## src/sv/slc_pkg.sv

```systemverilog
// ---------------------------------------------------------------------------
// slc_pkg - shared types and constants
// Item layouts, configuration register codes and fixed widths used by the
// tag store front end, request queue and back end.
// ---------------------------------------------------------------------------
package slc_pkg;

  localparam int ADDR_W      = 64;
  localparam int CNT_W       = 32;
  localparam int SB_W        = 3;
  localparam int BB_W        = 6;
  localparam int WIU_W       = 3;
  localparam int CFG_IDX_W   = 2;
  localparam int CFG_DATA_W  = 6;
  // set index before folding into the store: at most 7 bits
  localparam int IDX_W       = 7;
  localparam int SHIFT_W     = 7;
  localparam int QUEUE_DEPTH = 2;

  typedef enum logic [CFG_IDX_W-1:0] {
    CFG_SET_BITS    = 2'd0,
    CFG_BLOCK_BITS  = 2'd1,
    CFG_WAYS_IN_USE = 2'd2
  } cfg_idx_t;

  typedef struct packed {
    logic              req_type;
    logic [ADDR_W-1:0] address;
  } in_item_t;

  typedef struct packed {
    logic             first_hit;
    logic             evicted;
    logic [1:0]       hits_added;
    logic [CNT_W-1:0] total_hits;
    logic [CNT_W-1:0] total_misses;
    logic [CNT_W-1:0] total_evictions;
  } out_item_t;

endpackage

```

## src/sv/slc_queue.sv

```systemverilog
// ---------------------------------------------------------------------------
// slc_queue - request queue
// Short FIFO between the intake and the tag store so each side stalls on
// its own.
// ---------------------------------------------------------------------------
module slc_queue
  import slc_pkg::*;
#(
  parameter int W = 8
) (
  input  logic         clk,
  input  logic         rst_n,
  input  logic         push,
  input  logic [W-1:0] wdata,
  output logic         full,
  input  logic         pop,
  output logic [W-1:0] rdata,
  output logic         not_empty
);

  localparam int QPTR_W = (QUEUE_DEPTH > 1) ? $clog2(QUEUE_DEPTH) : 1;
  localparam int QCNT_W = $clog2(QUEUE_DEPTH + 1);

  logic [W-1:0]      mem_r [QUEUE_DEPTH];
  logic [QPTR_W-1:0] wr_ptr_r;
  logic [QPTR_W-1:0] rd_ptr_r;
  logic [QCNT_W-1:0] cnt_r;

  assign full      = (cnt_r == QCNT_W'(QUEUE_DEPTH));
  assign not_empty = (cnt_r != '0);
  assign rdata     = mem_r[rd_ptr_r];

  always_ff @(posedge clk) begin
    if (push) begin
      mem_r[wr_ptr_r] <= wdata;
    end
  end

  always_ff @(posedge clk) begin
    if (!rst_n) begin
      wr_ptr_r <= '0;
      rd_ptr_r <= '0;
      cnt_r    <= '0;
    end else begin
      if (push) begin
        wr_ptr_r <= (wr_ptr_r == QPTR_W'(QUEUE_DEPTH - 1)) ? '0 : wr_ptr_r + 1'b1;
      end
      if (pop) begin
        rd_ptr_r <= (rd_ptr_r == QPTR_W'(QUEUE_DEPTH - 1)) ? '0 : rd_ptr_r + 1'b1;
      end
      if (push && !pop) begin
        cnt_r <= cnt_r + 1'b1;
      end else if (pop && !push) begin
        cnt_r <= cnt_r - 1'b1;
      end
    end
  end

endmodule

```

## config.mk

```make
export PLATFORM = sky130hd
export DESIGN_NAME = slc_queue
export DESIGN_NICKNAME = d
export VERILOG_FILES = /design/src/sv/slc_pkg.sv /design/src/sv/slc_queue.sv
export SDC_FILE = /design/constraint.sdc
export NUM_CORES = 1
export LEC_CHECK = 0
export BUFFER_PORTS_ARGS = -buffer_cell sky130_fd_sc_hd__buf_2
export CORE_MARGIN = 3
export CORE_UTILIZATION = 40
export CTS_BUF_LIST = sky130_fd_sc_hd__clkbuf_4 sky130_fd_sc_hd__clkbuf_8 sky130_fd_sc_hd__clkbuf_16
export DETAILED_ROUTE_END_ITERATION = 10
export GPL_ROUTABILITY_DRIVEN = 0
export HOLD_SLACK_MARGIN = 0.1
export PLACE_DENSITY = 0.63
export SLEW_MARGIN = 5
export SYNTH_ARGS = -nofsm -noshare
export SYNTH_HDL_FRONTEND = slang
export SYNTH_SLANG_ARGS = --single-unit
export TNS_END_PERCENT = 100
```

## constraint.sdc

```tcl
create_clock -name clk -period 1.3 [get_ports clk]
set_input_delay 0.39 -clock clk [delete_from_list [all_inputs] [get_ports clk]]
set_output_delay 0.39 -clock clk [all_outputs]
set_load 0.005 [all_outputs]
```

[Word level (Yosys, flattened, before mapping)]
Memory sizes are Yosys's and may differ from the RTL's. A register that Yosys moved wholly into a read port is not among the register bits.
Cells that the tools add are included.
Cells by class
  $add $sub $neg: 4
  multiply operators: 0
  divide/modulo/power cells: 0
  magnitude comparators: 0
  equal/unequal tests: 1
  shift operators: 0
  mux-type cells: 8
  bitwise operators: 0
  reduce and logical (&&, ||, !) cells: 6
Operator list (count)
  $mux W1: 6
  $mux W2: 2
  $reduce_bool A2 Y1: 2
  $add A1 B1 Y1 const B: 2
  $add A2 B1 Y2 const B: 1
  $eq A2 B2 Y1 const B: 1
  $logic_and A1 B1 Y1: 2
  $logic_not A1 Y1: 2
  $sub A2 B1 Y2 const B: 1
Word-level totals
  bits in registers: 4
  bits in latches: 0
  RAM bits: 16
  memory bits (read-only): 0
  input port bits: 12
  output and inout bits: 10
  logic and storage cells: 23
  memories: 1
Memory list
  mem_r: depth 2, width 8, rd ports 1, clocked after memory_dff 1, wr ports 1, line slc_queue.sv:24  | logic [W-1:0] mem_r [QUEUE_DEPTH];

[Logic depth before layout (Yosys ltp)]
  word-level depth: 4
  depth in mapped cells: 5

[Worst setup path after synthesis]
OpenSTA, ideal clock, no wires.
  path type: in2reg
  from: input pop
  to: register cnt_r[1]
  arrival time: 1165 ps
  required time: 1230 ps
  slack: 65 ps
  stages: 4
  cell sequence: inv_1 > ha_1 > or3_1 > a21boi_1
On the way
  word-level cells in the longest chain between the ends: 3
  elaborated cells between the ends (all ways): 5
RTL lines
  start, declared: line slc_queue.sv:16  | input logic pop,
  $logic_not A1 Y1: line slc_queue.sv:51  | if (push && !pop) begin
  $logic_and A1 B1 Y1: line slc_queue.sv:51
  $mux W2 or $reduce_bool A2 Y1 (tied branches)
  end signal, assigned: line slc_queue.sv:52  | cnt_r <= cnt_r + 1'b1;
  end signal, assigned: line slc_queue.sv:54  | cnt_r <= cnt_r - 1'b1;
  end, declared: line slc_queue.sv:27  | logic [QCNT_W-1:0] cnt_r;
Several ways; a longest one is shown, not always the timed one.
A chain may end at the register's enable or synchronous reset.

==> results.yml <==
global_routing:
  grt_pass1_wl_um: 2132
  antenna_found_initial: 0
  grtUsageTotal: 0.1176
  grt-ovfl-total: 0
  grt_max_degree: 13
  grt_pass1_vias: 508
floorplanning:
  die_x_um: 50.64
  fp.coreArea_um2: 1802
  rows: 15
  ios: 22
  die_y_um: 50.64
  initial_utilization: 0.4424
  dieArea_um2: 2564
yosys:
  yosysSeqAreaShare: 0.7284
  yosysTopAreaCellShare: 0.6028
  syn_area_um2: 797.0
  yosys-top-cells-area: "edfxtp_1 60%, dfxtp_1 13%, mux2_2 11%"
  syn-num-nets: 60
  netlist_instances: 47
  netlist-cell-type-count: 16
  yosysWarnings: 0
  synth_area_per_cell_um2: 16.96
  ys_ff_latch: 21
  yosysTopAreaCell: "edfxtp_1"
finish:
  final_cell_area_um2: 1124
  final_cell_mix: "16 x edfxtp_1, 12 x buf_2, 11 x buf_6, 8 x mux2_4, 7 x buf_4"
  final_common_cell: "edfxtp_1"
  syn2layout_area_growth_pct: 40.97
  nets: 94
  drive_gt1_frac: 0.5875
  utilization: 0.6236
  antenna_cells: 0
worst_setup_path:
  reg2reg_slack_ns: 0.17
  cp-start-kind: "register"
  r2r_end: "cnt_r[1]"
  max_stage_delay_ns: 0.36
  reg2reg_depth: 4
  regToRegStartpoint: "cnt_r[0]"
  path_cells: "buf_6 > mux2_4 > buf_6"
  path_max_fanout: 4
  path_class: "register to output pin"
  cp_data_required_time_ns: 0.91
  end_kind: "output pin"
  crit_path_frequent_cell: "buf_6"
  slowest_stage: "dfxtp_2"
  crit_arrival_ns: 1.20
routing:
  ant_nets: 0
  vias_per_cell: 4.600
  post_drt_wl_per_cell_um: 12.66
  routed_wl_um: 1329
  via_count: 483
  drc: 0
  dr.pass1.iters: 3
  drt_iter0_drc: 1
sta:
  rsz0062_at_grt: "true"
  slew_viol_final: 0
  worst_slack_ns: -0.2877
  slew_headroom: 0.7296
  finClkSkew_ns: 0.002984
  worst_pin_slew_ns: 0.4055
  fin_crit_ns: 1.588
  setup_violations: 10
  hold_violations: 0
  fin_crit_sh: 1.221
  fin_tns_setup_ns: -2.377
  fmax_ghz: 0.6298
clock_tree:
  insertion_delay_ns: 0.29
  tritoncts: "yes"
  cts_hold_buf: 0
  clk_pin_slew_worst_paths_ns: 0.11
  htree_levels: 1
  cts.sinks: 21
  cts-root-buf: "clkbuf_4"
  clockBufferDepth: 2
  cts_buffers: 3
power:
  power.density_nw_per_um2: 1216
  leakage_nw: 0.4800
  max-vdd-ir-drop_uv: 761.1
  p_total_mw: 1.366
hold_path:
  min_to: "mem_r[0][5]"
  hold_depth: 1
  hp-start: "wdata[5]"
  min_path_type: "input port to register"
run_status:
  outcome: "complete, but fails checks"
  failed_checks: "setup timing"
placement:
  place_area_um2: 980.9
  place_ws_ns: -0.06445
  portBuffers: 21
  dp_hpwl_um: 895.9
job:
  maxCapViolations: 0
==> worst max-delay path: cells and delay by family (launching register included) <==
kind	cells	cell delay, ns
flops	1	0.36
mux	1	0.31
buf+inv	2	0.24
==> sequential cells by signal (all words and copies together), names as in the netlist, named ones only <==
signal / cells
cnt_r: 2
mem_r: 16
rd_ptr_r: 1
wr_ptr_r: 1
==> cell families after synthesis <==
| kind of cell | synth area share |
|---|---|
| multiplexers | 0.1130 |
| AO/OA/AOI/OAI | 0.02512 |
| AND/OR/NAND/NOR | 0.07379 |
| adder cells (fa/ha/maj) | 0.01570 |
| buffers and inverters | 0.01098 |
| flip-flops | 0.7284 |
| XOR/XNOR | 0.03297 |
==> worst max-delay path by stage <==
stage	end	slack [ns]	depth (start not counted)
after floorplan	cnt_r[1]	0.07	4
after global placement	cnt_r[1]	-0.03	5
after detailed placement	cnt_r[1]	-0.06	5
after CTS	rdata[0]	-0.29	3
after global routing	rdata[2]	-0.34	3
final	rdata[2]	-0.29	3
==> layer usage <==
| metal | vias up | wire [um] | global-route usage |
|---|---|---|---|
| li1 | 236 | - | - |
| met1 | 229 | 525 | 0.1214 |
| met2 | 16 | 711 | 0.2152 |
| met3 | 2 | 80 | 0.03561 |
| met4 | 0 | 12 | 0.05381 |
| met5 | - | 0 | 0 |
==> report_power, final <==
group	switching, mW	total, mW	leakage [nW]	internal, mW
combinational	0.0940	0.279	0.270	0.185
sequential	0.0181	0.789	0.193	0.771
clock	0.184	0.298	0.0177	0.114
total	0.296	1.37	0.480	1.07
==> synth_stat cells (all sizes together) <==
| cell | number |
|---|---|
| edfxtp | 16 |
| mux2 | 8 |
| dfxtp | 5 |
| and2 | 4 |
| nor2b | 2 |
| xor2 | 2 |
| a21boi | 1 |
| and2b | 1 |
| buf | 1 |
| ha | 1 |
| inv | 1 |
| o21a | 1 |
| o21ai | 1 |
| or2 | 1 |
| or3 | 1 |
| xnor2 | 1 |
==> stage by stage <==
| step | instances | hold slack [ns] |
|---|---|---|
| floorplan | 47 | 0.4612 |
| global placement | 99 | 0.4809 |
| detailed placement | 99 | 0.5025 |
| CTS | 105 | 0.2696 |
| global route | 105 | 0.2556 |
| finish | 105 | 0.2775 |
==> what timing repair did <==
action,in CTS,in global routing
endpoints found under the setup margin,10,10
resized for setup,23,0
setup buffers,2,0
pin swaps,1,0
==> area by class of cell <==
cell class | instances | area (um^2)
Inverter | 1 | 3.754
Multi-Input combinational cell | 24 | 240.2
Clock inverter | 1 | 5.005
Sequential cell | 21 | 584.3
Fill cell | 155 | 678.2
Clock buffer | 3 | 22.52
Tap cell | 25 | 31.28
Timing Repair Buffer | 30 | 236.5
Power figures use the tool's default switching activity.
