## src/sv/slc_pkg.sv

```systemverilog
// ---------------------------------------------------------------------------
// slc_pkg - shared types and constants
// Item layouts, configuration register codes and fixed widths used by the
// tag store front end, request queue and back end.
// ---------------------------------------------------------------------------
package slc_pkg;

  localparam int ADDR_W      = 64;
  localparam int CNT_W       = 32;
  localparam int SB_W        = 3;
  localparam int BB_W        = 6;
  localparam int WIU_W       = 3;
  localparam int CFG_IDX_W   = 2;
  localparam int CFG_DATA_W  = 6;
  // set index before folding into the store: at most 7 bits
  localparam int IDX_W       = 7;
  localparam int SHIFT_W     = 7;
  localparam int QUEUE_DEPTH = 2;

  typedef enum logic [CFG_IDX_W-1:0] {
    CFG_SET_BITS    = 2'd0,
    CFG_BLOCK_BITS  = 2'd1,
    CFG_WAYS_IN_USE = 2'd2
  } cfg_idx_t;

  typedef struct packed {
    logic              req_type;
    logic [ADDR_W-1:0] address;
  } in_item_t;

  typedef struct packed {
    logic             first_hit;
    logic             evicted;
    logic [1:0]       hits_added;
    logic [CNT_W-1:0] total_hits;
    logic [CNT_W-1:0] total_misses;
    logic [CNT_W-1:0] total_evictions;
  } out_item_t;

endpackage

```

## src/sv/slc_front.sv

```systemverilog
// ---------------------------------------------------------------------------
// slc_front - request intake and classification
// Holds the configuration registers, accepts accesses and splits each
// address into a folded set index and a tag for the request queue.
// ---------------------------------------------------------------------------
module slc_front
  import slc_pkg::*;
#(
  parameter int MAX_SETS = 64,
  parameter int SET_W    = 6
) (
  input  logic                  clk,
  input  logic                  rst_n,
  input  logic                  cfg_valid,
  output logic                  cfg_ready,
  input  logic [CFG_IDX_W-1:0]  cfg_index,
  input  logic [CFG_DATA_W-1:0] cfg_data,
  input  logic                  start,
  output logic                  busy,
  input  in_item_t              in_data,
  input  logic                  q_full,
  output logic                  q_push,
  output logic                  req_modify,
  output logic [SET_W-1:0]      req_set,
  output logic [ADDR_W-1:0]     req_tag,
  output logic [WIU_W-1:0]      ways_in_use
);

  localparam int FOLD_N = 2 ** IDX_W;

  logic [SB_W-1:0]   set_bits_r;
  logic [BB_W-1:0]   block_bits_r;
  logic [WIU_W-1:0]  ways_r;
  logic [SHIFT_W-1:0] shift_sum;
  logic [ADDR_W-1:0] blk_addr;
  logic [IDX_W-1:0]  idx_mask;
  logic [IDX_W-1:0]  raw_idx;
  logic [SET_W-1:0]  fold_tbl [FOLD_N];

  assign cfg_ready = 1'b1;

  always_ff @(posedge clk) begin
    if (!rst_n) begin
      set_bits_r   <= SB_W'(4);
      block_bits_r <= BB_W'(4);
      ways_r       <= WIU_W'(4);
    end else if (cfg_valid) begin
      unique case (cfg_idx_t'(cfg_index))
        CFG_SET_BITS:    set_bits_r   <= cfg_data[SB_W-1:0];
        CFG_BLOCK_BITS:  block_bits_r <= cfg_data[BB_W-1:0];
        CFG_WAYS_IN_USE: ways_r       <= cfg_data[WIU_W-1:0];
        default: ;
      endcase
    end
  end

  // fold the raw index into the store
  for (genvar g = 0; g < FOLD_N; g++) begin : g_fold
    assign fold_tbl[g] = SET_W'(g % MAX_SETS);
  end

  assign shift_sum = {{(SHIFT_W-SB_W){1'b0}}, set_bits_r}
                   + {{(SHIFT_W-BB_W){1'b0}}, block_bits_r};
  assign blk_addr  = in_data.address >> block_bits_r;
  assign idx_mask  = IDX_W'((8'd1 << set_bits_r) - 8'd1);
  assign raw_idx   = blk_addr[IDX_W-1:0] & idx_mask;

  assign req_modify  = in_data.req_type;
  assign req_set     = fold_tbl[raw_idx];
  assign req_tag     = (shift_sum >= SHIFT_W'(ADDR_W)) ? '0 : (in_data.address >> shift_sum);
  assign ways_in_use = ways_r;

  assign busy   = q_full;
  assign q_push = start && !q_full;

endmodule

```

## config.mk

```make
export PLATFORM = sky130hd
export DESIGN_NAME = slc_front
export DESIGN_NICKNAME = d
export VERILOG_FILES = /design/src/sv/slc_pkg.sv /design/src/sv/slc_front.sv
export SDC_FILE = /design/constraint.sdc
export NUM_CORES = 1
export LEC_CHECK = 0
export BUFFER_PORTS_ARGS = -buffer_cell sky130_fd_sc_hd__buf_2
export CORE_AREA = 3 3 158 198
export CTS_BUF_LIST = sky130_fd_sc_hd__clkbuf_4 sky130_fd_sc_hd__clkbuf_8
export DETAILED_ROUTE_END_ITERATION = 10
export DIE_AREA = 0 0 161 201
export PLACE_DENSITY_LB_ADDON = 0.05
export SETUP_SLACK_MARGIN = 0.2
export SLEW_MARGIN = 40
export SYNTH_ARGS = -nofsm -noshare
export SYNTH_HDL_FRONTEND = slang
export SYNTH_SLANG_ARGS = --single-unit
```

## constraint.sdc

```tcl
create_clock -name clk -period 8 [get_ports clk]
set_clock_uncertainty 0.15 [all_clocks]
set_input_delay 1.6 -clock clk [delete_from_list [all_inputs] [get_ports clk]]
set_output_delay 1.6 -clock clk [all_outputs]
set_load 0.03 [all_outputs]
```

Word-level counts from Yosys, hierarchy flattened --
Memory sizes are Yosys's and may differ from the RTL's. Cells that the tools add are included. W data, S select, Z words.
Storage, ports and cells: flip-flop bits (word level) 12, memories kept 1, RAM bits 0, bits of input ports 78, bits in latches 0, output and inout bits 77, memory bits (read-only) 768
Memory list:
- (name not given) | depth 128, bits a word 6, rd ports 1, clocked after Yosys merged registers in 0, wr ports 0, RTL line slc_front.sv:69 | assign req_set = fold_tbl[raw_idx];
Cells by class: $mul 0, add/sub/neg operators 2, mux-type cells 3, bitwise operators 2, divide/modulo/power cells 0, order comparisons 2, equal/unequal tests 2, shift operators 3, reduce and logical (&&, ||, !) cells 6
Operators by type and width (count):
- $mux W64 | 1
- $shr A64 B6 Y7 | 1
- $shr A64 B7 Y64 | 1
- $mux W6 | 2
- $ge A8 B8 Y1 const B | 1
- $not A7 Y8 | 1
- $add A3 B6 Y7 | 1
- $and A7 B7 Y7 | 1
- $ge A7 B7 Y1 const B | 1
- $shl A1 B3 Y7 const A | 1
- $sub A7 B1 Y7 const B | 1
- $reduce_and A2 Y1 | 3
- $eq A2 B1 Y1 const B | 1
- $eq A2 B2 Y1 const B | 1
- $logic_not A2 Y1 | 1
- $logic_and A1 B1 Y1 | 1
- $logic_not A1 Y1 | 1

Longest topological paths before layout --
Gate-level depths: netlist (run 1).
depth after elaboration 7, gate-level depth with buffers 14, depth with buffers taken out 9

Worst setup path before layout (run 1) --
Ideal clock, no wire load.
path type reg2out, start point register block_bits_r[1], end point output req_tag[9], buffers on the path 5, stages on the path, launching flop included 13, setup slack 2.813 ns, arrival 3.437 ns, required time 6.250 ns, cell sequence dfxtp_1 -> buf_2 -> buf_2 -> inv_1 -> fa_1 -> buf_6 -> buf_12 -> buf_12 -> or3b_1 -> o21a_1 -> o21a_1 -> o221a_2 -> o221ai_1
Between the ends: word-level cells in the longest chain between the ends 3, elaborated cells on any way between the ends 4
Ends and longest elaborated chain:
- from (decl) | RTL line slc_front.sv:32 | logic [BB_W-1:0] block_bits_r;
- from (signal assigned) | RTL line slc_front.sv:50 | CFG_BLOCK_BITS: block_bits_r <= cfg_data[BB_W-1:0];
- $add A3 B6 Y7 * | RTL line slc_front.sv:63 | + {{(SHIFT_W-BB_W){1'b0}}, block_bits_r};
- $shr A64 B7 Y64 or $ge A7 B7 Y1 (tied branches) | RTL line slc_front.sv:70 | assign req_tag = (shift_sum >= SHIFT_W'(ADDR_W)) ? '0 : (in_data.address >> shift_sum);
- $mux W64 * | RTL line slc_front.sv:70
- to (decl) | RTL line slc_front.sv:25 | output logic [ADDR_W-1:0] req_tag,
Every way passes the cells marked *; elsewhere a longest branch is shown, timed or not.

Worst setup path in the final report (run 1) --
start point register block_bits_r[0], end point output req_tag[13]
The elaborated chain is that of the path after synthesis.

==> results of run 1 <==
[worst max-delay path: stages, from the launching register on]
cell and delay, ns:
sky130_fd_sc_hd__dfxtp_4 0.54, sky130_fd_sc_hd__ha_2 0.30, sky130_fd_sc_hd__inv_1 0.07, sky130_fd_sc_hd__fa_4 1.07, sky130_fd_sc_hd__buf_12 0.28, sky130_fd_sc_hd__mux4_2 0.58, sky130_fd_sc_hd__mux2i_1 0.31, sky130_fd_sc_hd__nand3_1 0.14
sky130_fd_sc_hd__a32oi_1 0.34, sky130_fd_sc_hd__o22ai_1 0.20, sky130_fd_sc_hd__a31o_1 0.26, sky130_fd_sc_hd__buf_2 0.18
[metrics by stage]
stage / setup slack, ns / hold slack, ns / instances
floorplan: 2.81 / 0.384 / 828
global placement: 1.82 / 0.307 / 1309
detailed placement: 1.95 / 0.310 / 1313
CTS: 1.67 / 0.325 / 1317
global route: 1.44 / 0.364 / 1317
finish: 1.71 / 0.317 / 1317
[final cells by class]
type,count,area share [%]
Clock buffer,4,0.655
Inverter,11,0.491
Multi-Input combinational cell,719,78.3
Sequential cell,12,2.92
Tap cell,396,5.89
Timing Repair Buffer,175,11.8
[worst min-delay path by stage]
stage | cells past startpoint | start | end
finish | 2 | ways_in_use[2] | ways_in_use[2]
global route | 2 | ways_in_use[2] | ways_in_use[2]
CTS | 2 | ways_in_use[2] | ways_in_use[2]
detailed placement | 2 | ways_in_use[2] | ways_in_use[2]
global placement | 2 | ways_in_use[2] | ways_in_use[2]
floorplan | 2 | set_bits_r[0] | set_bits_r[0]
[registers in the layout, summed over array words and instances, names as in the netlist]
register / cells
block_bits_r: 6
ways_in_use: 3
set_bits_r: 3
[synthesized netlist by cell type, types with 13 or more instances]
cell type / n / area [um^2]
sky130_fd_sc_hd__and2_1: 13 / 81.3
sky130_fd_sc_hd__o21ai_0: 30 / 150
sky130_fd_sc_hd__o211ai_1: 15 / 113
sky130_fd_sc_hd__nand2_1: 140 / 526
sky130_fd_sc_hd__o22ai_1: 17 / 106
sky130_fd_sc_hd__a22oi_1: 17 / 128
sky130_fd_sc_hd__a21oi_1: 26 / 130
sky130_fd_sc_hd__clkbuf_1: 20 / 75.1
sky130_fd_sc_hd__nor2b_1: 18 / 113
sky130_fd_sc_hd__mux4_2: 114 / 2570
sky130_fd_sc_hd__nor2_1: 79 / 297
sky130_fd_sc_hd__mux2i_1: 70 / 701
sky130_fd_sc_hd__buf_2: 41 / 205
sky130_fd_sc_hd__a211oi_1: 18 / 135
sky130_fd_sc_hd__nand3_1: 15 / 75.1
[layer usage]
metal	wire, um	up-vias	track usage (%)
li1	-	3467	-
met1	15400	3942	28.8
met2	17000	287	35.0
met3	1790	29	1.96
met4	675	0	4.12
met5	0	-	0
[kinds of logic after synthesis]
kind of cell             synth area share, %
multiplexers                            49.0
other                                 0.0512
AND/OR/NAND/NOR                         19.2
AO/OA/AOI/OAI                           19.9
XOR/XNOR                               0.239
adder cells (fa/ha/maj)                0.786
buffers and inverters                   7.50
flip-flops                              3.28
[report_power, final]
part	switching, mW	internal, mW
Combinational	0.602	0.327
Sequential	0.00539	0.0617
Clock	0.0224	0.0435
==> flow_results.xml, run 1 <==
<?xml version="1.0" encoding="UTF-8"?>
<metrics>
  <group name="status">
    <metric name="outcome" unit="">completed</metric>
  </group>
  <group name="critical_path">
    <metric name="crit_required" unit="ns">6.25</metric>
    <metric name="r2r-start" unit="">block_bits_r[0]</metric>
    <metric name="setup.worst_path.class" unit="">flip-flop to output pin</metric>
    <metric name="setup.worst_path.end_class" unit="">output pin</metric>
    <metric name="timing.reg2reg.setup_slack" unit="ns">6.38</metric>
    <metric name="cp-startpoint" unit="">block_bits_r[0]</metric>
    <metric name="critical_path.endpoint" unit="">req_tag[13]</metric>
    <metric name="critPathLaunchType" unit="">flip-flop</metric>
    <metric name="r2r_cells" unit="">3</metric>
    <metric name="critical_path.reg2reg.endpoint" unit="">block_bits_r[0]</metric>
    <metric name="worstPathMaxFanout" unit="">28</metric>
    <metric name="worst_ep_arrival_time" unit="ns">4.54</metric>
  </group>
  <group name="die">
    <metric name="floorplan.core_area" unit="um^2">29400</metric>
    <metric name="fp.dieW" unit="um">161</metric>
    <metric name="floorplan.initialDensity" unit="%">24.9</metric>
    <metric name="floorplan.io_pins" unit="">155</metric>
    <metric name="core.rowCount" unit="">70</metric>
    <metric name="die_h" unit="um">201</metric>
    <metric name="die-area" unit="um^2">32400</metric>
  </group>
  <group name="clock_tree">
    <metric name="cts.root.buffer_cell" unit="">sky130_fd_sc_hd__clkbuf_8</metric>
    <metric name="cts_setup_buffers" unit="">0</metric>
    <metric name="cts_made_buffers" unit="">3</metric>
    <metric name="clock_path_buffers" unit="">2</metric>
    <metric name="worst_setup_hold_path_clk_slew" unit="ns">0.05</metric>
    <metric name="tritoncts" unit="">done</metric>
    <metric name="htree_num_levels" unit="">1</metric>
    <metric name="cts_resized" unit="">0</metric>
    <metric name="holdBufCountCts" unit="">0</metric>
    <metric name="clk_latency" unit="ns">0.24</metric>
    <metric name="clock_sink_count" unit="">12</metric>
  </group>
  <group name="route">
    <metric name="detail-route-antenna-nets" unit="">0</metric>
    <metric name="post_route_drc_violation_count" unit="">0</metric>
    <metric name="drt_pre_antenna_iters" unit="">5</metric>
    <metric name="dr_total_vias" unit="">7725</metric>
    <metric name="routed_via_density" unit="">5.87</metric>
    <metric name="drt-initial-drc-count" unit="">526</metric>
    <metric name="routed_wire_length_per_instance" unit="um">26.5</metric>
    <metric name="wirelength" unit="mm">34.9</metric>
  </group>
  <group name="sta">
    <metric name="min_period_over_period" unit="%">78.6</metric>
    <metric name="rsz0062_at_grt" unit="">no</metric>
    <metric name="timing.final.crit_period" unit="ns">6.29</metric>
    <metric name="timing.slew.headroom" unit="%">47.5</metric>
    <metric name="timing.final.hold_violations" unit="">0</metric>
    <metric name="worst_pin_slew" unit="ns">0.783</metric>
    <metric name="maxSlewViolCount" unit="">0</metric>
    <metric name="timing.setup.tns" unit="ns">0</metric>
    <metric name="maxClockFrequency" unit="GHz">0.159</metric>
    <metric name="finalSetupViolations" unit="">0</metric>
  </group>
  <group name="pwr">
    <metric name="vdd_ir_drop_max" unit="mV">0.0724</metric>
    <metric name="static-leakage-power" unit="nW">3.25</metric>
    <metric name="power.total" unit="mW">1.06</metric>
    <metric name="power_per_cell_area" unit="nW/um^2">126</metric>
  </group>
  <group name="layout">
    <metric name="n_fill_cell" unit="">3223</metric>
    <metric name="layout-drive-gt1-share" unit="%">36.5</metric>
    <metric name="multi_input_comb_area" unit="um^2">6580</metric>
    <metric name="layout_commonest_cell" unit="">sky130_fd_sc_hd__buf_2</metric>
    <metric name="final-seq-area" unit="um^2">245</metric>
    <metric name="layout_overhead_on_the_synthesized_area" unit="%">14.8</metric>
    <metric name="finish.utilization" unit="%">28.6</metric>
    <metric name="final_std_cell_area_no_fill" unit="um^2">8410</metric>
    <metric name="diodes" unit="">0</metric>
    <metric name="layout.cells.most_common_list" unit="">151 x sky130_fd_sc_hd__buf_2, 138 x sky130_fd_sc_hd__nand2_1, 114 x sky130_fd_sc_hd__mux4_2</metric>
    <metric name="design.final.nets" unit="">1004</metric>
  </group>
  <group name="min_path">
    <metric name="hp-class" unit="">flip-flop to flip-flop</metric>
  </group>
  <group name="placed_design">
    <metric name="hpwl" unit="mm">27.1</metric>
    <metric name="numPortBuffers" unit="">151</metric>
    <metric name="place_congestion" unit="">0.846</metric>
    <metric name="detailed_place.area" unit="um^2">8350</metric>
  </group>
  <group name="synth">
    <metric name="synthArstFlopShare" unit="%">0</metric>
    <metric name="synth_flop_cell" unit="">sky130_fd_sc_hd__dfxtp_1</metric>
    <metric name="syn_avg_cell_area" unit="um^2">8.84</metric>
    <metric name="fraction_of_the_yosys_area_taken_by_sequential_cells" unit="%">3.28</metric>
    <metric name="synth_edf_count" unit="">0</metric>
    <metric name="ys_ff_latch" unit="">12</metric>
    <metric name="synth_fp_nets" unit="">910</metric>
    <metric name="yosysWarnings" unit="">0</metric>
    <metric name="synth.lib_cells_used.distinct" unit="">76</metric>
    <metric name="synth.cell_area" unit="um^2">7320</metric>
    <metric name="netlist_instances" unit="">828</metric>
  </group>
  <group name="global_routing">
    <metric name="grt_pass1_wl" unit="mm">52.5</metric>
    <metric name="grt_start_max_net_pins" unit="">51</metric>
    <metric name="first_global_vias" unit="">7952</metric>
    <metric name="globalRoute.totalOverflow" unit="">0</metric>
    <metric name="grt_usage" unit="%">20.7</metric>
    <metric name="grt_antenna_before_repair" unit="">0</metric>
  </group>
  <group name="run">
    <metric name="maxCapViolCount" unit="">0</metric>
  </group>
</metrics>
Note: power is estimated with default switching activity, not from simulation.
==> run 2: changes to the inputs <==
==> constraint.sdc (replaced) <==
create_clock -name clk -period 6.4 [get_ports clk]
set_clock_uncertainty 0.15 [all_clocks]
set_input_delay 1.28 -clock clk [delete_from_list [all_inputs] [get_ports clk]]
set_output_delay 1.28 -clock clk [all_outputs]
set_load 0.03 [all_outputs]
==> flow_results.xml, run 2 (same netlist as run 1, synthesis figures left out) <==
<?xml version="1.0" encoding="UTF-8"?>
<metrics>
  <group name="status">
    <metric name="outcome" unit="">completed</metric>
  </group>
  <group name="critical_path">
    <metric name="crit_required" unit="ns">4.97</metric>
    <metric name="worstPathMaxFanout" unit="">10</metric>
    <metric name="critPathLaunchType" unit="">flip-flop</metric>
    <metric name="r2r_cells" unit="">3</metric>
    <metric name="r2r-start" unit="">block_bits_r[1]</metric>
    <metric name="critical_path.reg2reg.endpoint" unit="">block_bits_r[1]</metric>
    <metric name="timing.reg2reg.setup_slack" unit="ns">4.93</metric>
    <metric name="worst_ep_arrival_time" unit="ns">4.34</metric>
    <metric name="setup.worst_path.end_class" unit="">output pin</metric>
    <metric name="setup.worst_path.class" unit="">flip-flop to output pin</metric>
  </group>
  <group name="die">
    <metric name="fp.dieW" unit="um">161</metric>
    <metric name="core.rowCount" unit="">70</metric>
    <metric name="floorplan.io_pins" unit="">155</metric>
    <metric name="die_h" unit="um">201</metric>
    <metric name="die-area" unit="um^2">32400</metric>
    <metric name="floorplan.initialDensity" unit="%">24.9</metric>
    <metric name="floorplan.core_area" unit="um^2">29400</metric>
  </group>
  <group name="layout">
    <metric name="design.final.nets" unit="">1008</metric>
    <metric name="layout_overhead_on_the_synthesized_area" unit="%">14.8</metric>
    <metric name="diodes" unit="">0</metric>
    <metric name="max_flop_register" unit="">block_bits_r</metric>
    <metric name="final_std_cell_area_no_fill" unit="um^2">8410</metric>
    <metric name="largest_register_ff_count" unit="">6</metric>
    <metric name="layout.cells.non_filler" unit="">1321</metric>
    <metric name="n_fill_cell" unit="">3260</metric>
    <metric name="layout-drive-gt1-share" unit="%">36.9</metric>
    <metric name="layout_commonest_cell" unit="">sky130_fd_sc_hd__buf_2</metric>
    <metric name="finish.utilization" unit="%">28.6</metric>
    <metric name="layout.cells.most_common_list" unit="">151 x sky130_fd_sc_hd__buf_2, 137 x sky130_fd_sc_hd__nand2_1, 114 x sky130_fd_sc_hd__mux4_2</metric>
  </group>
  <group name="route">
    <metric name="wirelength" unit="mm">35.2</metric>
    <metric name="post_route_drc_violation_count" unit="">0</metric>
    <metric name="routed_wire_length_per_instance" unit="um">26.7</metric>
    <metric name="routed_via_density" unit="">5.87</metric>
    <metric name="drt_pre_antenna_iters" unit="">5</metric>
    <metric name="drt-initial-drc-count" unit="">640</metric>
    <metric name="detail-route-antenna-nets" unit="">0</metric>
    <metric name="dr_total_vias" unit="">7754</metric>
  </group>
  <group name="placed_design">
    <metric name="place_congestion" unit="">0.906</metric>
    <metric name="dp_slack" unit="ns">0.817</metric>
    <metric name="numPortBuffers" unit="">151</metric>
    <metric name="detailed_place.area" unit="um^2">8330</metric>
    <metric name="place.detailed.instances" unit="">1316</metric>
    <metric name="hpwl" unit="mm">27.8</metric>
  </group>
  <group name="global_routing">
    <metric name="grtUsageMet2" unit="%">35.6</metric>
    <metric name="grt_usage" unit="%">21.1</metric>
    <metric name="grtUsageMet3" unit="%">1.82</metric>
    <metric name="most_heavily_used_metal_layer_in_global_routing" unit="">met2</metric>
    <metric name="grt_start_max_net_pins" unit="">67</metric>
    <metric name="first_global_vias" unit="">7939</metric>
    <metric name="groute.layer.met1.usage" unit="%">29.3</metric>
    <metric name="grt_antenna_before_repair" unit="">0</metric>
    <metric name="globalRoute.totalOverflow" unit="">0</metric>
    <metric name="grt_pass1_wl" unit="mm">53.2</metric>
  </group>
  <group name="sta">
    <metric name="maxClockFrequency" unit="GHz">0.173</metric>
    <metric name="timing.slew.headroom" unit="%">48.8</metric>
    <metric name="min_period_over_period" unit="%">90.2</metric>
    <metric name="maxSlewViolCount" unit="">0</metric>
    <metric name="timing.final.crit_period" unit="ns">5.77</metric>
    <metric name="timing.final.ws_setup" unit="ns">0.627</metric>
    <metric name="rsz0062_at_grt" unit="">no</metric>
    <metric name="timing.final.hold_violations" unit="">0</metric>
    <metric name="worst_pin_slew" unit="ns">0.763</metric>
    <metric name="timing.setup.tns" unit="ns">0</metric>
    <metric name="finalSetupViolations" unit="">0</metric>
    <metric name="hold_slack" unit="ns">0.324</metric>
  </group>
  <group name="pwr">
    <metric name="power_per_cell_area" unit="nW/um^2">158</metric>
    <metric name="static-leakage-power" unit="nW">3.26</metric>
    <metric name="vdd_ir_drop_max" unit="mV">0.0725</metric>
    <metric name="power.total" unit="mW">1.33</metric>
  </group>
  <group name="clock_tree">
    <metric name="clk_latency" unit="ns">0.24</metric>
    <metric name="cts_made_buffers" unit="">3</metric>
    <metric name="cts_setup_buffers" unit="">0</metric>
    <metric name="cts.root.buffer_cell" unit="">sky130_fd_sc_hd__clkbuf_8</metric>
    <metric name="cts_resized" unit="">0</metric>
    <metric name="worst_setup_hold_path_clk_slew" unit="ns">0.06</metric>
    <metric name="tritoncts" unit="">done</metric>
    <metric name="holdBufCountCts" unit="">0</metric>
    <metric name="clock_sink_count" unit="">12</metric>
    <metric name="clock_path_buffers" unit="">2</metric>
    <metric name="htree_num_levels" unit="">1</metric>
  </group>
  <group name="min_path">
    <metric name="timing.hold.worst.start" unit="">ways_in_use[2]</metric>
    <metric name="min_path_cells" unit="">2</metric>
    <metric name="hp-class" unit="">flip-flop to flip-flop</metric>
    <metric name="min_to" unit="">ways_in_use[2]</metric>
  </group>
  <group name="run">
    <metric name="maxCapViolCount" unit="">0</metric>
  </group>
</metrics>
-- run 2: area by class of cell --
type                            instances  area [um^2]  share of cell area, %
Multi-Input combinational cell        719         6590                   78.4
Timing Repair Buffer                  179          986                   11.7
Tap cell                              396          495                   5.89
Sequential cell                        12          245                   2.92
Clock buffer                            4         48.8                  0.580
Inverter                               11         41.3                  0.491
-- run 2: how the worst max path moves through the flow --
stage	from	to	cells past startpoint	slack [ns]
after global routing	set_bits_r[0]	req_tag[0]	11	0.34
after detailed placement	set_bits_r[0]	req_tag[6]	9	0.82
after CTS	set_bits_r[0]	req_tag[63]	11	0.54
final	set_bits_r[0]	req_tag[63]	11	0.63
after global placement	set_bits_r[0]	req_tag[0]	11	0.83
after floorplan	block_bits_r[1]	req_tag[9]	12	1.53
-- run 2: where the power goes --
part | internal [mW] | switching [mW] | leakage [nW] | total [mW]
registers | 0.0772 | 0.00432 | 0.0989 | 0.0815
clock network | 0.0481 | 0.0287 | 0.0262 | 0.0768
logic | 0.410 | 0.759 | 3.13 | 1.17
total | 0.535 | 0.792 | 3.26 | 1.33
-- run 2: worst max-delay path: stages (launching register included) --
cell and delay [ns]:
sky130_fd_sc_hd__dfxtp_1 0.40, sky130_fd_sc_hd__ha_2 0.25, sky130_fd_sc_hd__inv_1 0.07, sky130_fd_sc_hd__fa_4 0.53, sky130_fd_sc_hd__nand2b_1 0.20, sky130_fd_sc_hd__a21oi_1 0.53, sky130_fd_sc_hd__nand2_2 0.35, sky130_fd_sc_hd__buf_4 0.28
sky130_fd_sc_hd__nor2_1 0.50, sky130_fd_sc_hd__nand2_1 0.43, sky130_fd_sc_hd__nor3_1 0.30, sky130_fd_sc_hd__buf_2 0.24
-- run 2: per-layer routing --
metal / vias up / share of wire, % / wire length, um
li1: 3461 / - / -
met1: 4015 / 44 / 15500
met2: 247 / 49 / 17200
met3: 31 / 4.5 / 1590
met4: 0 / 2.5 / 878
met5: - / 0 / 0
==> run 3: changes to the inputs <==
--- a/config.mk
+++ b/config.mk
@@ -5,11 +5,12 @@
 export SDC_FILE = /design/constraint.sdc
 export NUM_CORES = 1
 export LEC_CHECK = 0
+export ABC_AREA = 1
 export BUFFER_PORTS_ARGS = -buffer_cell sky130_fd_sc_hd__buf_2
-export CORE_AREA = 3 3 158 198
+export CORE_AREA = 3 3 156 196
 export CTS_BUF_LIST = sky130_fd_sc_hd__clkbuf_4 sky130_fd_sc_hd__clkbuf_8
 export DETAILED_ROUTE_END_ITERATION = 10
-export DIE_AREA = 0 0 161 201
+export DIE_AREA = 0 0 159 199
 export PLACE_DENSITY_LB_ADDON = 0.05
 export SETUP_SLACK_MARGIN = 0.2
 export SLEW_MARGIN = 40
==> flow_results.xml, run 3 <==
<?xml version="1.0" encoding="UTF-8"?>
<metrics>
  <group name="pwr">
    <metric name="p_int" unit="mW">0.536</metric>
    <metric name="power.switching" unit="mW">1.13</metric>
    <metric name="power.combinational.fraction" unit="%">90.0</metric>
    <metric name="seq_power_share" unit="%">5.0</metric>
    <metric name="swShare" unit="%">67.9</metric>
    <metric name="power_per_cell_area" unit="nW/um^2">202</metric>
    <metric name="clock_power_share" unit="%">5.1</metric>
    <metric name="static-leakage-power" unit="nW">4.33</metric>
    <metric name="vdd_ir_drop_max" unit="mV">0.112</metric>
  </group>
  <group name="critical_path">
    <metric name="cp_num_buf_inv" unit="">3</metric>
    <metric name="worst_path_most_repeated_cell" unit="">sky130_fd_sc_hd__nand3_1</metric>
    <metric name="critPathLaunchType" unit="">flip-flop</metric>
    <metric name="setup.worst_path.class" unit="">flip-flop to output pin</metric>
    <metric name="slowest_stage" unit="">sky130_fd_sc_hd__buf_4</metric>
    <metric name="path_cells" unit="">buf_4 &gt; ha_1 &gt; nand3_1 &gt; nand3_2 &gt; xor2_4 &gt; buf_4 &gt; nand2_1 &gt; nand3_1 &gt; nand3_1 &gt; nand2_1 &gt; buf_2</metric>
    <metric name="cpPeakStageDelay" unit="ns">0.61</metric>
    <metric name="setup.worst_path.end_class" unit="">output pin</metric>
    <metric name="crit_cells" unit="">11</metric>
    <metric name="crit_required" unit="ns">4.97</metric>
    <metric name="worst_ep_arrival_time" unit="ns">3.29</metric>
    <metric name="cp_top_family" unit="">buffers and inverters</metric>
    <metric name="worstPathMaxFanout" unit="">72</metric>
    <metric name="r2r_cells" unit="">3</metric>
  </group>
  <group name="global_routing">
    <metric name="grt_pass1_wl" unit="mm">58.0</metric>
    <metric name="grt_start_max_net_pins" unit="">108</metric>
    <metric name="first_global_vias" unit="">9853</metric>
    <metric name="grt_antenna_before_repair" unit="">0</metric>
    <metric name="globalRoute.totalOverflow" unit="">0</metric>
    <metric name="grt_usage" unit="%">22.7</metric>
  </group>
  <group name="synth">
    <metric name="synth_largest_area_cell" unit="">sky130_fd_sc_hd__nand2_1</metric>
    <metric name="syn_avg_cell_area" unit="um^2">4.61</metric>
    <metric name="synthMostInstantiatedCell" unit="">sky130_fd_sc_hd__nand2_1</metric>
    <metric name="synth.top_cell.area_share" unit="%">34.5</metric>
    <metric name="yosysWarnings" unit="">0</metric>
    <metric name="netlist_instances" unit="">1557</metric>
    <metric name="synth_edf_count" unit="">0</metric>
    <metric name="synth.cell_area" unit="um^2">7170</metric>
    <metric name="fraction_of_the_yosys_area_taken_by_sequential_cells" unit="%">3.35</metric>
    <metric name="ys_ff_latch" unit="">12</metric>
    <metric name="synth_top_cells_by_count" unit="">659 x sky130_fd_sc_hd__nand2_1, 467 x sky130_fd_sc_hd__nand3_1, 66 x sky130_fd_sc_hd__nor2_1</metric>
    <metric name="synth_flop_cell" unit="">sky130_fd_sc_hd__dfxtp_1</metric>
    <metric name="synthArstFlopShare" unit="%">0</metric>
    <metric name="synth.lib_cells_used.distinct" unit="">33</metric>
    <metric name="synth_fp_nets" unit="">1639</metric>
    <metric name="synth.top_cells.by_area" unit="">sky130_fd_sc_hd__nand2_1 34%, sky130_fd_sc_hd__nand3_1 33%, sky130_fd_sc_hd__o211ai_1 6.2%</metric>
  </group>
  <group name="layout">
    <metric name="design.final.nets" unit="">1697</metric>
    <metric name="layout.cells.most_common_list" unit="">659 x sky130_fd_sc_hd__nand2_1, 467 x sky130_fd_sc_hd__nand3_1, 151 x sky130_fd_sc_hd__buf_2</metric>
    <metric name="layout_overhead_on_the_synthesized_area" unit="%">14.9</metric>
    <metric name="max_flop_register" unit="">block_bits_r</metric>
    <metric name="layout_commonest_cell" unit="">sky130_fd_sc_hd__nand2_1</metric>
    <metric name="layout.cells.non_filler" unit="">2010</metric>
    <metric name="final_std_cell_area_no_fill" unit="um^2">8240</metric>
    <metric name="layout-drive-gt1-share" unit="%">12.3</metric>
    <metric name="diodes" unit="">0</metric>
    <metric name="largest_register_ff_count" unit="">6</metric>
  </group>
  <group name="die">
    <metric name="floorplan.initialDensity" unit="%">24.7</metric>
    <metric name="die-area" unit="um^2">31600</metric>
    <metric name="floorplan.core_area" unit="um^2">29100</metric>
    <metric name="core.rowCount" unit="">70</metric>
    <metric name="die_h" unit="um">199</metric>
    <metric name="fp.dieW" unit="um">159</metric>
    <metric name="floorplan.io_pins" unit="">155</metric>
  </group>
  <group name="status">
    <metric name="outcome" unit="">completed</metric>
  </group>
  <group name="clock_tree">
    <metric name="clk_latency" unit="ns">0.24</metric>
    <metric name="cts_setup_buffers" unit="">0</metric>
    <metric name="cts_made_buffers" unit="">3</metric>
    <metric name="htree_num_levels" unit="">1</metric>
    <metric name="worst_setup_hold_path_clk_slew" unit="ns">0.05</metric>
    <metric name="cts.root.buffer_cell" unit="">sky130_fd_sc_hd__clkbuf_8</metric>
    <metric name="holdBufCountCts" unit="">0</metric>
    <metric name="clock_path_buffers" unit="">2</metric>
    <metric name="clock_sink_count" unit="">12</metric>
    <metric name="cts_resized" unit="">0</metric>
    <metric name="tritoncts" unit="">done</metric>
  </group>
  <group name="placed_design">
    <metric name="numPortBuffers" unit="">151</metric>
    <metric name="dp_slack" unit="ns">1.93</metric>
    <metric name="place_congestion" unit="">0.928</metric>
    <metric name="detailed_place.area" unit="um^2">8180</metric>
    <metric name="place.detailed.instances" unit="">2006</metric>
    <metric name="hpwl" unit="mm">29.1</metric>
  </group>
  <group name="sta">
    <metric name="timing.final.ws_setup" unit="ns">1.68</metric>
    <metric name="min_period_over_period" unit="%">73.8</metric>
    <metric name="finalSetupViolations" unit="">0</metric>
    <metric name="rsz0062_at_grt" unit="">no</metric>
    <metric name="worst_pin_slew" unit="ns">0.770</metric>
    <metric name="timing.setup.tns" unit="ns">0</metric>
    <metric name="timing.slew.headroom" unit="%">48.7</metric>
    <metric name="maxClockFrequency" unit="GHz">0.212</metric>
    <metric name="maxSlewViolCount" unit="">0</metric>
    <metric name="timing.final.crit_period" unit="ns">4.72</metric>
    <metric name="timing.final.hold_violations" unit="">0</metric>
  </group>
  <group name="route">
    <metric name="post_route_drc_violation_count" unit="">0</metric>
    <metric name="drt_pre_antenna_iters" unit="">5</metric>
    <metric name="routed_via_density" unit="">5.22</metric>
    <metric name="dr_total_vias" unit="">10500</metric>
    <metric name="drt-initial-drc-count" unit="">849</metric>
    <metric name="routed_wire_length_per_instance" unit="um">18.8</metric>
    <metric name="detail-route-antenna-nets" unit="">0</metric>
    <metric name="wirelength" unit="mm">37.7</metric>
  </group>
  <group name="min_path">
    <metric name="min_path_cells" unit="">2</metric>
    <metric name="hp-class" unit="">flip-flop to flip-flop</metric>
  </group>
  <group name="run">
    <metric name="maxCapViolCount" unit="">0</metric>
  </group>
</metrics>
## run 3: changes by cell type after synthesis, sizes merged, moves of 12 or more
| cell | before | now |
|---|---|---|
| mux4 | 121 | 0 |
| inv | 10 | 69 |
| nand2 | 141 | 659 |
| nor2 | 82 | 69 |
| mux2i | 70 | 4 |
| mux2 | 12 | 0 |
| nor2b | 19 | 1 |
| nand3 | 15 | 468 |
| a22oi | 19 | 0 |
| clkbuf | 20 | 54 |
| a211oi | 20 | 0 |
| o22ai | 17 | 0 |
| o211ai | 17 | 59 |
## run 3: worst min-delay path, stage by stage (launching register included)
cell                      delay (ns)
sky130_fd_sc_hd__dfxtp_1        0.30
sky130_fd_sc_hd__inv_1          0.05
sky130_fd_sc_hd__a21oi_1        0.05
## run 3: routing by layer
layer  vias up  part of all wire [%]  track usage, %
met3        31                   4.1            1.37
met5         -                     0               0
met1      4874                    45            30.6
met4         0                   2.1            4.74
li1       5297                     -               -
met2       290                    48            40.3
## run 3: final timing paths
kind	start	endpoint	slack [ns]
hold reg to reg	ways_in_use[0]	ways_in_use[0]	0.29
hold / removal	ways_in_use[0]	ways_in_use[0]	0.29
setup reg to reg	block_bits_r[0]	block_bits_r[0]	4.45
setup / recovery	block_bits_r[2]	req_tag[2]	1.68
## run 3: kinds of logic (layout without fill, tap and decap cells)
kind of cell | after synthesis | in the layout | synth area share [%]
xor+xnor | 5 | 5 | 0.820
compound gates | 110 | 110 | 9.77
fa+ha+maj | 4 | 4 | 0.803
buf+inv | 193 | 250 | 11.1
flops | 12 | 12 | 3.35
mux | 4 | 4 | 0.558
other cells | 1 | 1 | 0.0523
simple gates | 1228 | 1228 | 73.5
## run 3: power groups by stage
stage	clock (mW)	combinational (mW)	sequential [mW]
2_1_floorplan	0	1.02	0.0852
3_3_place_gp	0	1.50	0.0843
3_5_place_dp	0	1.50	0.0843
4_1_cts	0.0880	1.51	0.0828
5_1_grt	0.0908	1.65	0.0833
6_report	0.0845	1.50	0.0827
## run 3: metrics by stage
stage / hold slack, ns / utilization [%] / power, mW
5_1_grt: 0.334 / 28.3 / 1.83
2_1_floorplan: 0.395 / - / 1.11
6_report: 0.293 / 28.3 / 1.67
3_5_place_dp: 0.291 / 28.1 / 1.59
3_3_place_gp: 0.284 / 28.0 / 1.58
4_1_cts: 0.299 / 28.3 / 1.68
## run 3: final cells by class
cell class / instances / area [um^2]
flip-flops and latches: 12 / 241
clock buffers: 4 / 55.1
multi-input cells: 1352 / 6220
fillers: 3620 / 20800
repair buffers: 173 / 945
well taps: 396 / 495
inverters: 73 / 280
